File: src/rtl/babnd_pkg.sv
// ----------------------------------------------------------------------------
// babnd_pkg: shared types and constants of the binary arithmetic decoder
// Command and status codes, controller states, and the command and status
// bundles that run between controller and datapath.
// ----------------------------------------------------------------------------
package babnd_pkg;

    // Sizes
    parameter int QUEUE_BYTES = 32;
    parameter int CONTEXTS    = 128;
    parameter int QPTR_W      = $clog2(QUEUE_BYTES);
    parameter int QCNT_W      = $clog2(QUEUE_BYTES + 1);
    parameter int CTX_W       = $clog2(CONTEXTS);
    parameter int PROB_W      = 16;
    parameter int RANGE_W     = 16;
    parameter int MUL_W       = 24;
    parameter int NORM_MAX    = 16;
    parameter int BITCNT_W    = $clog2(NORM_MAX + 1);
    parameter int NUM_GROUPS  = 8;
    parameter int GRP_W       = $clog2(NUM_GROUPS);

    typedef enum logic [2:0] {
        CMD_LOAD_BYTE  = 3'd0,
        CMD_WRITE_PROB = 3'd1,
        CMD_START      = 3'd2,
        CMD_DECODE_BIT = 3'd3,
        CMD_DECODE_NUM = 3'd4
    } t_cmd;

    typedef enum logic [1:0] {
        STS_OK       = 2'd0,
        STS_UNDERRUN = 2'd1,
        STS_FULL     = 2'd2
    } t_status;

    typedef enum logic [3:0] {
        S_IDLE,
        S_START_BIT,
        S_START_LOAD,
        S_PROB,
        S_MUL,
        S_CMP,
        S_NORM,
        S_NORM_LOAD,
        S_NEXT,
        S_RESP
    } t_state;

    // Which part of a decode is running
    typedef enum logic [1:0] {
        M_BIT,
        M_SEL,
        M_OFF
    } t_mode;

    // Controller to datapath
    typedef struct packed {
        logic    q_write;
        logic    prob_write;
        logic    prob_read;
        logic    ctx_off;
        logic    mul;
        logic    decide;
        logic    step_bit;
        logic    fetch;
        logic    take_byte;
        logic    shift_range;
        logic    start_init;
        logic    num_init;
        logic    num_next_sel;
        logic    num_group;
        logic    num_offset;
        logic    value_bit;
        logic    value_max;
        logic    out_load;
        logic    out_zero;
        t_status out_status;
    } t_dp_cmd;

    // Datapath to controller
    typedef struct packed {
        logic q_full;
        logic q_empty;
        logic bit_avail;
        logic range_msb;
        logic bit_val;
        logic k_zero;
        logic k_last;
        logic i_last;
    } t_dp_stat;

endpackage

File: src/rtl/babnd_dp.sv
// ----------------------------------------------------------------------------
// babnd_dp: decoder datapath
// Range and code registers, sub-range multiplier, bit reader over the byte
// queue memory, probability table memory, number accumulation and the
// output register.
// ----------------------------------------------------------------------------
module babnd_dp (
    input  logic                           i_clk,
    input  logic                           i_rst_n,
    input  babnd_pkg::t_dp_cmd             i_cmd,
    input  logic [7:0]                     i_data_byte,
    input  logic [babnd_pkg::CTX_W-1:0]    i_context_req,
    input  logic [babnd_pkg::PROB_W-1:0]   i_prob_word,
    output babnd_pkg::t_dp_stat            o_stat,
    output logic [7:0]                     o_value,
    output logic [1:0]                     o_status
);
    import babnd_pkg::*;

    // Arithmetic state
    logic [RANGE_W-1:0] r_range, n_range;
    logic [RANGE_W-1:0] r_code, n_code;
    logic [PROB_W-1:0]  r_prob_q;
    logic [MUL_W-1:0]   r_prod;
    logic               r_bit;

    // Bit reader and queue
    logic [7:0]         r_shift, n_shift;
    logic [7:0]         r_mask, n_mask;
    logic [QPTR_W-1:0]  r_head, r_tail;
    logic [QCNT_W-1:0]  r_count;
    logic [7:0]         r_q_rd;
    logic [7:0]         r_queue_mem [QUEUE_BYTES];
    logic [PROB_W-1:0]  r_prob_mem [CONTEXTS];

    // Number decode
    logic [CTX_W-1:0]   r_base;
    logic [GRP_W-1:0]   r_k;
    logic [GRP_W-1:0]   r_i;
    logic [7:0]         r_value;

    // Output register
    logic [7:0]         r_out_value;
    logic [1:0]         r_out_status;

    logic [CTX_W-1:0]   w_ctx;
    logic [RANGE_W-1:0] w_p_raw;
    logic [RANGE_W-1:0] w_p;
    logic               w_ge;
    logic [7:0]         w_next_mask;
    logic               w_bit;
    logic               w_in_bit;

    // Select context: selector group or offset bit
    assign w_ctx = r_base + (i_cmd.ctx_off ? (CTX_W'(8) + CTX_W'(r_i)) : CTX_W'(r_k));

    // Sub-range with a floor of one, and the compare against code
    assign w_p_raw = r_prod[MUL_W-1:MUL_W-RANGE_W];
    assign w_p     = (w_p_raw == '0) ? RANGE_W'(1) : w_p_raw;
    assign w_ge    = (r_code >= w_p);

    // Next stream bit out of the current byte
    assign w_next_mask = {1'b0, r_mask[7:1]};
    assign w_bit       = |(r_shift & w_next_mask);
    assign w_in_bit    = i_cmd.take_byte ? r_q_rd[7] : w_bit;

    // Range, code and bit reader update
    always_comb begin
        n_range = r_range;
        n_code  = r_code;
        n_shift = r_shift;
        n_mask  = r_mask;
        if (i_cmd.start_init) begin
            n_range = '1;
            n_code  = '0;
            n_shift = '0;
            n_mask  = '0;
        end else if (i_cmd.decide) begin
            if (w_ge) begin
                n_code  = r_code - w_p;
                n_range = r_range - w_p;
            end else begin
                n_range = w_p;
            end
        end else if (i_cmd.step_bit || i_cmd.take_byte) begin
            n_code = {r_code[RANGE_W-2:0], w_in_bit};
            if (i_cmd.shift_range) begin
                n_range = {r_range[RANGE_W-2:0], 1'b0};
            end
            if (i_cmd.take_byte) begin
                n_shift = r_q_rd;
                n_mask  = 8'h80;
            end else begin
                n_mask  = w_next_mask;
            end
        end
    end

    always_ff @(posedge i_clk) begin
        if (!i_rst_n) begin
            r_range <= '1;
            r_code  <= '0;
            r_shift <= '0;
            r_mask  <= '0;
        end else begin
            r_range <= n_range;
            r_code  <= n_code;
            r_shift <= n_shift;
            r_mask  <= n_mask;
        end
    end

    // Multiply scaled range by probability, latch the decided bit
    always_ff @(posedge i_clk) begin
        if (i_cmd.mul) begin
            r_prod <= MUL_W'({1'b1, r_range[RANGE_W-2:8]}) * MUL_W'(r_prob_q);
        end
        if (i_cmd.decide) begin
            r_bit <= w_ge;
        end
    end

    // Probability table memory
    always_ff @(posedge i_clk) begin
        if (i_cmd.prob_write) begin
            r_prob_mem[i_context_req] <= i_prob_word;
        end
        if (i_cmd.prob_read) begin
            r_prob_q <= r_prob_mem[w_ctx];
        end
    end

    // Byte queue memory
    always_ff @(posedge i_clk) begin
        if (i_cmd.q_write) begin
            r_queue_mem[r_tail] <= i_data_byte;
        end
        if (i_cmd.fetch) begin
            r_q_rd <= r_queue_mem[r_head];
        end
    end

    // Queue pointers and fill count
    always_ff @(posedge i_clk) begin
        if (!i_rst_n) begin
            r_head  <= '0;
            r_tail  <= '0;
            r_count <= '0;
        end else begin
            if (i_cmd.q_write) begin
                r_tail  <= (r_tail == QPTR_W'(QUEUE_BYTES - 1)) ? '0 : r_tail + QPTR_W'(1);
                r_count <= r_count + QCNT_W'(1);
            end else if (i_cmd.fetch) begin
                r_head  <= (r_head == QPTR_W'(QUEUE_BYTES - 1)) ? '0 : r_head + QPTR_W'(1);
                r_count <= r_count - QCNT_W'(1);
            end
        end
    end

    // Number accumulation
    always_ff @(posedge i_clk) begin
        if (i_cmd.num_init) begin
            r_base <= i_context_req;
            r_k    <= '0;
            r_i    <= '0;
        end
        if (i_cmd.num_next_sel) begin
            r_k <= r_k + GRP_W'(1);
        end
        if (i_cmd.num_group) begin
            r_value <= (8'd1 << r_k) - 8'd1;
            r_i     <= '0;
        end
        if (i_cmd.num_offset) begin
            if (r_bit) begin
                r_value <= r_value + (8'd1 << r_i);
            end
            r_i <= r_i + GRP_W'(1);
        end
        if (i_cmd.value_bit) begin
            r_value <= {7'd0, r_bit};
        end
        if (i_cmd.value_max) begin
            r_value <= 8'hFF;
        end
    end

    // Output register
    always_ff @(posedge i_clk) begin
        if (i_cmd.out_load) begin
            r_out_value  <= i_cmd.out_zero ? 8'd0 : r_value;
            r_out_status <= i_cmd.out_status;
        end
    end

    assign o_value  = r_out_value;
    assign o_status = r_out_status;

    // Status back to the controller
    assign o_stat.q_full    = (r_count == QCNT_W'(QUEUE_BYTES));
    assign o_stat.q_empty   = (r_count == '0);
    assign o_stat.bit_avail = |r_mask[7:1];
    assign o_stat.range_msb = r_range[RANGE_W-1];
    assign o_stat.bit_val   = r_bit;
    assign o_stat.k_zero    = (r_k == '0);
    assign o_stat.k_last    = (r_k == GRP_W'(NUM_GROUPS - 1));
    assign o_stat.i_last    = (r_i == r_k - GRP_W'(1));

endmodule

File: src/rtl/babnd_ctrl.sv
// ----------------------------------------------------------------------------
// babnd_ctrl: decoder controller
// Sequences each command through the datapath: queue writes, code load on
// start, and the multiply, compare and renormalize steps of every bit
// decode, with the group and offset loop of a number decode.
// ----------------------------------------------------------------------------
module babnd_ctrl (
    input  logic                 i_clk,
    input  logic                 i_rst_n,
    input  logic                 i_in_valid,
    input  logic [2:0]           i_command,
    input  logic                 i_out_ready,
    input  babnd_pkg::t_dp_stat  i_stat,
    output logic                 o_in_ready,
    output logic                 o_out_valid,
    output babnd_pkg::t_dp_cmd   o_cmd
);
    import babnd_pkg::*;

    t_state              r_state, n_state;
    t_mode               r_mode, n_mode;
    t_status             r_res_status, n_res_status;
    logic                r_res_zero, n_res_zero;
    logic                r_underrun, n_underrun;
    logic [BITCNT_W-1:0] r_bitcnt, n_bitcnt;
    logic                r_out_valid, n_out_valid;
    logic                w_cnt_done;
    logic                w_norm_done;
    logic                w_out_free;

    assign w_cnt_done  = (r_bitcnt == BITCNT_W'(NORM_MAX));
    assign w_norm_done = i_stat.range_msb || w_cnt_done;
    assign w_out_free  = !r_out_valid || i_out_ready;

    // Next state and sequencing registers
    always_comb begin
        n_state      = r_state;
        n_mode       = r_mode;
        n_res_status = r_res_status;
        n_res_zero   = r_res_zero;
        n_underrun   = r_underrun;
        n_bitcnt     = r_bitcnt;
        case (r_state)
            S_IDLE: begin
                if (i_in_valid) begin
                    case (i_command)
                        CMD_LOAD_BYTE: begin
                            n_res_status = i_stat.q_full ? STS_FULL : STS_OK;
                            n_res_zero   = 1'b1;
                            n_state      = S_RESP;
                        end
                        CMD_WRITE_PROB: begin
                            n_state = S_IDLE;
                        end
                        CMD_START: begin
                            n_underrun = 1'b0;
                            n_bitcnt   = '0;
                            n_state    = S_START_BIT;
                        end
                        CMD_DECODE_BIT, CMD_DECODE_NUM: begin
                            if (r_underrun) begin
                                n_res_status = STS_UNDERRUN;
                                n_res_zero   = 1'b1;
                                n_state      = S_RESP;
                            end else begin
                                n_mode  = (i_command == CMD_DECODE_BIT) ? M_BIT : M_SEL;
                                n_state = S_PROB;
                            end
                        end
                        default: begin
                            n_state = S_IDLE;
                        end
                    endcase
                end
            end
            S_START_BIT: begin
                if (w_cnt_done) begin
                    n_res_status = STS_OK;
                    n_res_zero   = 1'b1;
                    n_state      = S_RESP;
                end else if (i_stat.bit_avail) begin
                    n_bitcnt = r_bitcnt + BITCNT_W'(1);
                end else if (i_stat.q_empty) begin
                    n_underrun   = 1'b1;
                    n_res_status = STS_UNDERRUN;
                    n_res_zero   = 1'b1;
                    n_state      = S_RESP;
                end else begin
                    n_state = S_START_LOAD;
                end
            end
            S_START_LOAD: begin
                n_bitcnt = r_bitcnt + BITCNT_W'(1);
                n_state  = S_START_BIT;
            end
            S_PROB: begin
                n_state = S_MUL;
            end
            S_MUL: begin
                n_state = S_CMP;
            end
            S_CMP: begin
                n_bitcnt = '0;
                n_state  = S_NORM;
            end
            S_NORM: begin
                if (w_norm_done) begin
                    n_state = S_NEXT;
                end else if (i_stat.bit_avail) begin
                    n_bitcnt = r_bitcnt + BITCNT_W'(1);
                end else if (i_stat.q_empty) begin
                    n_underrun   = 1'b1;
                    n_res_status = STS_UNDERRUN;
                    n_res_zero   = 1'b1;
                    n_state      = S_RESP;
                end else begin
                    n_state = S_NORM_LOAD;
                end
            end
            S_NORM_LOAD: begin
                n_bitcnt = r_bitcnt + BITCNT_W'(1);
                n_state  = S_NORM;
            end
            S_NEXT: begin
                n_res_status = STS_OK;
                n_res_zero   = 1'b0;
                case (r_mode)
                    M_BIT: begin
                        n_state = S_RESP;
                    end
                    M_SEL: begin
                        if (i_stat.bit_val) begin
                            if (i_stat.k_zero) begin
                                n_state = S_RESP;
                            end else begin
                                n_mode  = M_OFF;
                                n_state = S_PROB;
                            end
                        end else if (i_stat.k_last) begin
                            n_state = S_RESP;
                        end else begin
                            n_state = S_PROB;
                        end
                    end
                    M_OFF: begin
                        n_state = i_stat.i_last ? S_RESP : S_PROB;
                    end
                    default: begin
                        n_state = S_IDLE;
                    end
                endcase
            end
            S_RESP: begin
                if (w_out_free) begin
                    n_state = S_IDLE;
                end
            end
            default: begin
                n_state = S_IDLE;
            end
        endcase
    end

    // Datapath commands
    always_comb begin
        o_cmd            = '0;
        o_cmd.out_status = r_res_status;
        o_cmd.out_zero   = r_res_zero;
        o_cmd.ctx_off    = (r_mode == M_OFF);
        case (r_state)
            S_IDLE: begin
                if (i_in_valid) begin
                    case (i_command)
                        CMD_LOAD_BYTE: begin
                            o_cmd.q_write = !i_stat.q_full;
                        end
                        CMD_WRITE_PROB: begin
                            o_cmd.prob_write = 1'b1;
                        end
                        CMD_START: begin
                            o_cmd.start_init = 1'b1;
                        end
                        CMD_DECODE_BIT, CMD_DECODE_NUM: begin
                            o_cmd.num_init = !r_underrun;
                        end
                        default: begin
                            o_cmd.num_init = 1'b0;
                        end
                    endcase
                end
            end
            S_START_BIT: begin
                if (!w_cnt_done) begin
                    o_cmd.step_bit = i_stat.bit_avail;
                    o_cmd.fetch    = !i_stat.bit_avail && !i_stat.q_empty;
                end
            end
            S_START_LOAD: begin
                o_cmd.take_byte = 1'b1;
            end
            S_PROB: begin
                o_cmd.prob_read = 1'b1;
            end
            S_MUL: begin
                o_cmd.mul = 1'b1;
            end
            S_CMP: begin
                o_cmd.decide = 1'b1;
            end
            S_NORM: begin
                o_cmd.shift_range = 1'b1;
                if (!w_norm_done) begin
                    o_cmd.step_bit = i_stat.bit_avail;
                    o_cmd.fetch    = !i_stat.bit_avail && !i_stat.q_empty;
                end
            end
            S_NORM_LOAD: begin
                o_cmd.shift_range = 1'b1;
                o_cmd.take_byte   = 1'b1;
            end
            S_NEXT: begin
                case (r_mode)
                    M_BIT: begin
                        o_cmd.value_bit = 1'b1;
                    end
                    M_SEL: begin
                        if (i_stat.bit_val) begin
                            o_cmd.num_group = 1'b1;
                        end else if (i_stat.k_last) begin
                            o_cmd.value_max = 1'b1;
                        end else begin
                            o_cmd.num_next_sel = 1'b1;
                        end
                    end
                    M_OFF: begin
                        o_cmd.num_offset = 1'b1;
                    end
                    default: begin
                        o_cmd.num_offset = 1'b0;
                    end
                endcase
            end
            S_RESP: begin
                o_cmd.out_load = w_out_free;
            end
            default: begin
                o_cmd.out_load = 1'b0;
            end
        endcase
    end

    // Hold a result until the consumer takes the beat
    assign n_out_valid = o_cmd.out_load || (r_out_valid && !i_out_ready);
    assign o_in_ready  = (r_state == S_IDLE);
    assign o_out_valid = r_out_valid;

    always_ff @(posedge i_clk) begin
        if (!i_rst_n) begin
            r_state      <= S_IDLE;
            r_mode       <= M_BIT;
            r_res_status <= STS_OK;
            r_res_zero   <= 1'b1;
            r_underrun   <= 1'b0;
            r_bitcnt     <= '0;
            r_out_valid  <= 1'b0;
        end else begin
            r_state      <= n_state;
            r_mode       <= n_mode;
            r_res_status <= n_res_status;
            r_res_zero   <= n_res_zero;
            r_underrun   <= n_underrun;
            r_bitcnt     <= n_bitcnt;
            r_out_valid  <= n_out_valid;
        end
    end

endmodule

File: src/rtl/binary_arith_bit_number_decoder_top.sv
// Start loads the code with two bytes fetched from the queue, unless the queue runs empty.
// Decode bit steps through probability read, multiply, compare, renormalizing shifts with byte fetches, result.
// Decode number chains up to 15 bit decodes, each with its own shifts and fetches.
// Throughput: one item at a time; a new item enters once the result is in the output register.
// Reset (sync, active low): range 0xFFFF, code, queue count, bit mask, underrun cleared.
// Probability table and queue contents are not cleared.
// ----------------------------------------------------------------------------
// binary_arith_bit_number_decoder_top: adaptive binary arithmetic decoder
// Joins the controller and the datapath; one result beat for load byte,
// start, decode bit and decode number, none for write prob.
// ----------------------------------------------------------------------------
module binary_arith_bit_number_decoder_top (
    input  logic        i_clk,
    input  logic        i_rst_n,
    input  logic        i_in_valid,
    output logic        o_in_ready,
    input  logic [2:0]  i_command,
    input  logic [7:0]  i_data_byte,
    input  logic [6:0]  i_context_req,
    input  logic [15:0] i_prob_word,
    output logic        o_out_valid,
    input  logic        i_out_ready,
    output logic [7:0]  o_value,
    output logic [1:0]  o_status
);
    import babnd_pkg::*;

    t_dp_cmd  w_cmd;
    t_dp_stat w_stat;

    babnd_ctrl u_ctrl (
        .i_clk       (i_clk),
        .i_rst_n     (i_rst_n),
        .i_in_valid  (i_in_valid),
        .i_command   (i_command),
        .i_out_ready (i_out_ready),
        .i_stat      (w_stat),
        .o_in_ready  (o_in_ready),
        .o_out_valid (o_out_valid),
        .o_cmd       (w_cmd)
    );

    babnd_dp u_dp (
        .i_clk         (i_clk),
        .i_rst_n       (i_rst_n),
        .i_cmd         (w_cmd),
        .i_data_byte   (i_data_byte),
        .i_context_req (i_context_req),
        .i_prob_word   (i_prob_word),
        .o_stat        (w_stat),
        .o_value       (o_value),
        .o_status      (o_status)
    );

endmodule

File: config.mk
export PLATFORM = sky130hd
export DESIGN_NAME = binary_arith_bit_number_decoder_top
export DESIGN_NICKNAME = d
export VERILOG_FILES = /design/src/rtl/babnd_pkg.sv /design/src/rtl/babnd_dp.sv /design/src/rtl/babnd_ctrl.sv /design/src/rtl/binary_arith_bit_number_decoder_top.sv
export SDC_FILE = /design/constraint.sdc
export NUM_CORES = 2
export LEC_CHECK = 0
export BUFFER_PORTS_ARGS = -buffer_cell sky130_fd_sc_hd__buf_4
export CAP_MARGIN = 20
export CORE_MARGIN = 2
export CORE_UTILIZATION = 45
export CTS_BUF_LIST = sky130_fd_sc_hd__clkbuf_4 sky130_fd_sc_hd__clkbuf_8
export DETAILED_ROUTE_END_ITERATION = 8
export PLACE_DENSITY = 0.7
export SLEW_MARGIN = 20
export SYNTH_ARGS = -nofsm -noshare
export SYNTH_HDL_FRONTEND = slang
export SYNTH_SLANG_ARGS = --single-unit
File: constraint.sdc
create_clock -name i_clk -period 13.5 [get_ports i_clk]
set_clock_uncertainty 0.15 [all_clocks]
set_input_delay 0.675 -clock i_clk [delete_from_list [all_inputs] [get_ports i_clk]]
set_output_delay 0.675 -clock i_clk [all_outputs]
set_load 0.01 [all_outputs]
==> impl_metrics.ini <==
[finish]
drive_gt1_frac = 0.279
final_util = 0.509
syn2layout_area_growth_pct = 12.2
final_nets = 5625
layout.cells.non_filler = 8669

[setup_path]
crit_slowest_cell = fa_4
cp_cell_sequence = nand2b_1, clkinv_1, o21ai_0, ha_4, inv_1, fa_4, buf_12, buf_4, mux4_2, mux4_2, mux2i_1, a222oi_1, a21boi_1
worst-path-buf-inv = 4
crit_path_frequent_cell = mux4_2
critPathMaxFanout = 130
endpoint_kind = flip-flop
crit_arrival_ns = 7.90
startpoint_type = flip-flop
crit_family = compound AO/OA/AOI/OAI gates
crit_required_ns = 14.22
worstSetupPathType = flip-flop to flip-flop
crit_path_max_incr_delay_ns = 1.21

[die]
initial_core_util = 0.453
core_um2 = 223000
die_y_um = 478
pin_count = 50
die-width_um = 478
die-area_um2 = 228000
row_count = 173

[worst_hold_path]
hold_class = primary input to flip-flop

[timing]
finalSetupTns_ns = 0
finalHoldViolations = 0
rsz0062_at_grt = no
layout_min_cycle_time_ns = 7.18
finalSetupViolCount = 0
slew-limit-headroom = 0.221
fin_crit_sh = 0.532
maxSlewViolCount = 0
holdWs_ns = 0.0910
timing.fmax_mhz = 139
worst-slew-pin-transition_ns = 1.17

[route]
routed_wl_mm = 235
via_per_inst = 5.87
avgRoutedWirePerCell_um = 27.1
dr.pass1.iters = 6
dr_total_vias = 50900
drc = 0
drtAntennaViolNets = 0
drt_iter0_drc = 5538

[placed_design]
dp_cells = 7927
port_buffers = 49
gp_congestion = 0.837
dp_hpwl_mm = 135

[yosys]
yosys-top-cells-area = edfxtp_1 70%, mux4_2 16%, fa_1 1.7%
syn_avg_cell_area_um2 = 20.4
synth_ff_type = edfxtp_1
synth-edff-count = 2368
ys_top_cells_by_count = 2,368 x edfxtp_1, 720 x mux4_2, 257 x nor2_1
synth_area_um2 = 101000
ys_seq_elements = 2454
synth_top_area_share = 0.704
synth_nets = 5191
yosys_warnings = 0
yosysTopAreaCell = edfxtp_1
syn_inst = 4956
async_flop_share = 0
synth.distinct_cells = 93
synth.most_common_cell = edfxtp_1
seq_area_frac_synth = 0.721

[outcome]
status = completed

[power_and_ir_drop]
fin_total_pwr_w = 0.0186
p_leak_nw = 36.8
ir_worst_vdd_v = 0.000143
power.density_nw_per_um2 = 164

[clock_network]
hold_buffers = 37
htreeDepth = 5
clkSlewWorstSetupHoldPaths_ns = 0.06
cts_tree = yes
cts_root_buffer = clkbuf_8
clock-sinks = 2454
cts_buffer_depth = 4
ctsResizeCount = 0
numCtsBuffers = 399
clk-insertion-delay-late_ns = 1.10
cts_setup_buffers = 0

[global_route]
grt_use_met3 = 0.0415
grt_pass1_vias = 51500
antenna_found_initial = 17
met1_usage = 0.274
grt.busiest_layer = met2
use_met2 = 0.343
grt_use_total = 0.205
grt_max_degree = 138
overflow = 0
grt_pass1_wl_mm = 345

[job]
cap_violations = 0
-- metal layers --
layer	up-vias	wire length, um
li1	21200	-
met4	8	5970
met2	2245	118000
met5	-	53
met1	27000	92300
met3	410	19000
-- sequential cells by signal (all words and copies together) (netlist names), 7 cells and up --
name              flops
u_dp.o_value          8
u_dp.r_base           7
u_dp.r_code          16
u_dp.r_mask           7
u_dp.r_prob_mem    2048
u_dp.r_prob_q        16
u_dp.r_prod          16
u_dp.r_q_rd           8
u_dp.r_queue_mem    256
u_dp.r_range         16
u_dp.r_shift          7
u_dp.r_value          8
-- placed cells by master, fill, tap and decap left out, types with 108 or more instances in the layout --
| cell | synthesis | routed |
|---|---|---|
| clkbuf_4 | 0 | 114 |
| edfxtp_1 | 2368 | 2368 |
| nor2_1 | 257 | 257 |
| inv_1 | 169 | 169 |
| clkinv_1 | 3 | 110 |
| buf_4 | 14 | 223 |
| clkbuf_8 | 0 | 408 |
| mux4_2 | 720 | 720 |
| ha_1 | 109 | 108 |
| nand2_1 | 142 | 142 |
-- path summary, 6_finish.rpt --
check / to / cells past startpoint / slack, ns / start
max: u_dp.r_prob_q[5] / 13 / 6.32 / u_ctrl.r_mode[0]
max reg2reg: u_dp.r_prob_q[5] / 13 / 6.32 / u_ctrl.r_mode[0]
min: u_dp.r_prob_mem[35][15] / 1 / 0.09 / i_prob_word[15]
min reg2reg: u_dp.o_status[0] / 0 / 0.29 / u_ctrl.r_res_status[0]
-- through the flow --
stage,area (um^2),worst slack (ns)
final,113000,6.32
after floorplan,101000,8.30
after global placement,105000,6.50
after CTS,113000,6.44
after global routing,113000,6.19
after detailed placement,105000,6.44
-- worst reg2reg max path: cells and delay by family, from the launching register on --
kind / cells / cell delay [ns]
flops: 1 / 0.50
buf+inv: 4 / 1.93
simple gates: 1 / 0.19
compound gates: 3 / 1.92
fa+ha+maj: 2 / 1.44
mux: 3 / 0.92
-- cells by family after synthesis --
| family | after synthesis | share of synthesized area |
|---|---|---|
| buf+inv | 412 | 0.0177 |
| fa+ha+maj | 197 | 0.0310 |
| xor+xnor | 57 | 0.00513 |
| simple gates | 676 | 0.0323 |
| mux | 803 | 0.169 |
| flops | 2454 | 0.721 |
| compound gates | 357 | 0.0238 |
-- layout make-up --
cell class                 instances  area, um^2
sequential                      2454       72800
antenna                            4        10.0
clock inverter                   179         960
timing repair buffer             270        2220
inverter                         175         657
fill                           17300      109000
clock buffer                     522        6470
multi-input combinational       2090       26400
tap                             2975        3720
-- power breakdown --
group | switching (W) | internal [W]
combinational | 0.00223 | 0.00174
clock | 0.00281 | 0.00324
sequential | 0.0000936 | 0.00852
No activity file was read; power rests on OpenSTA's default activity.
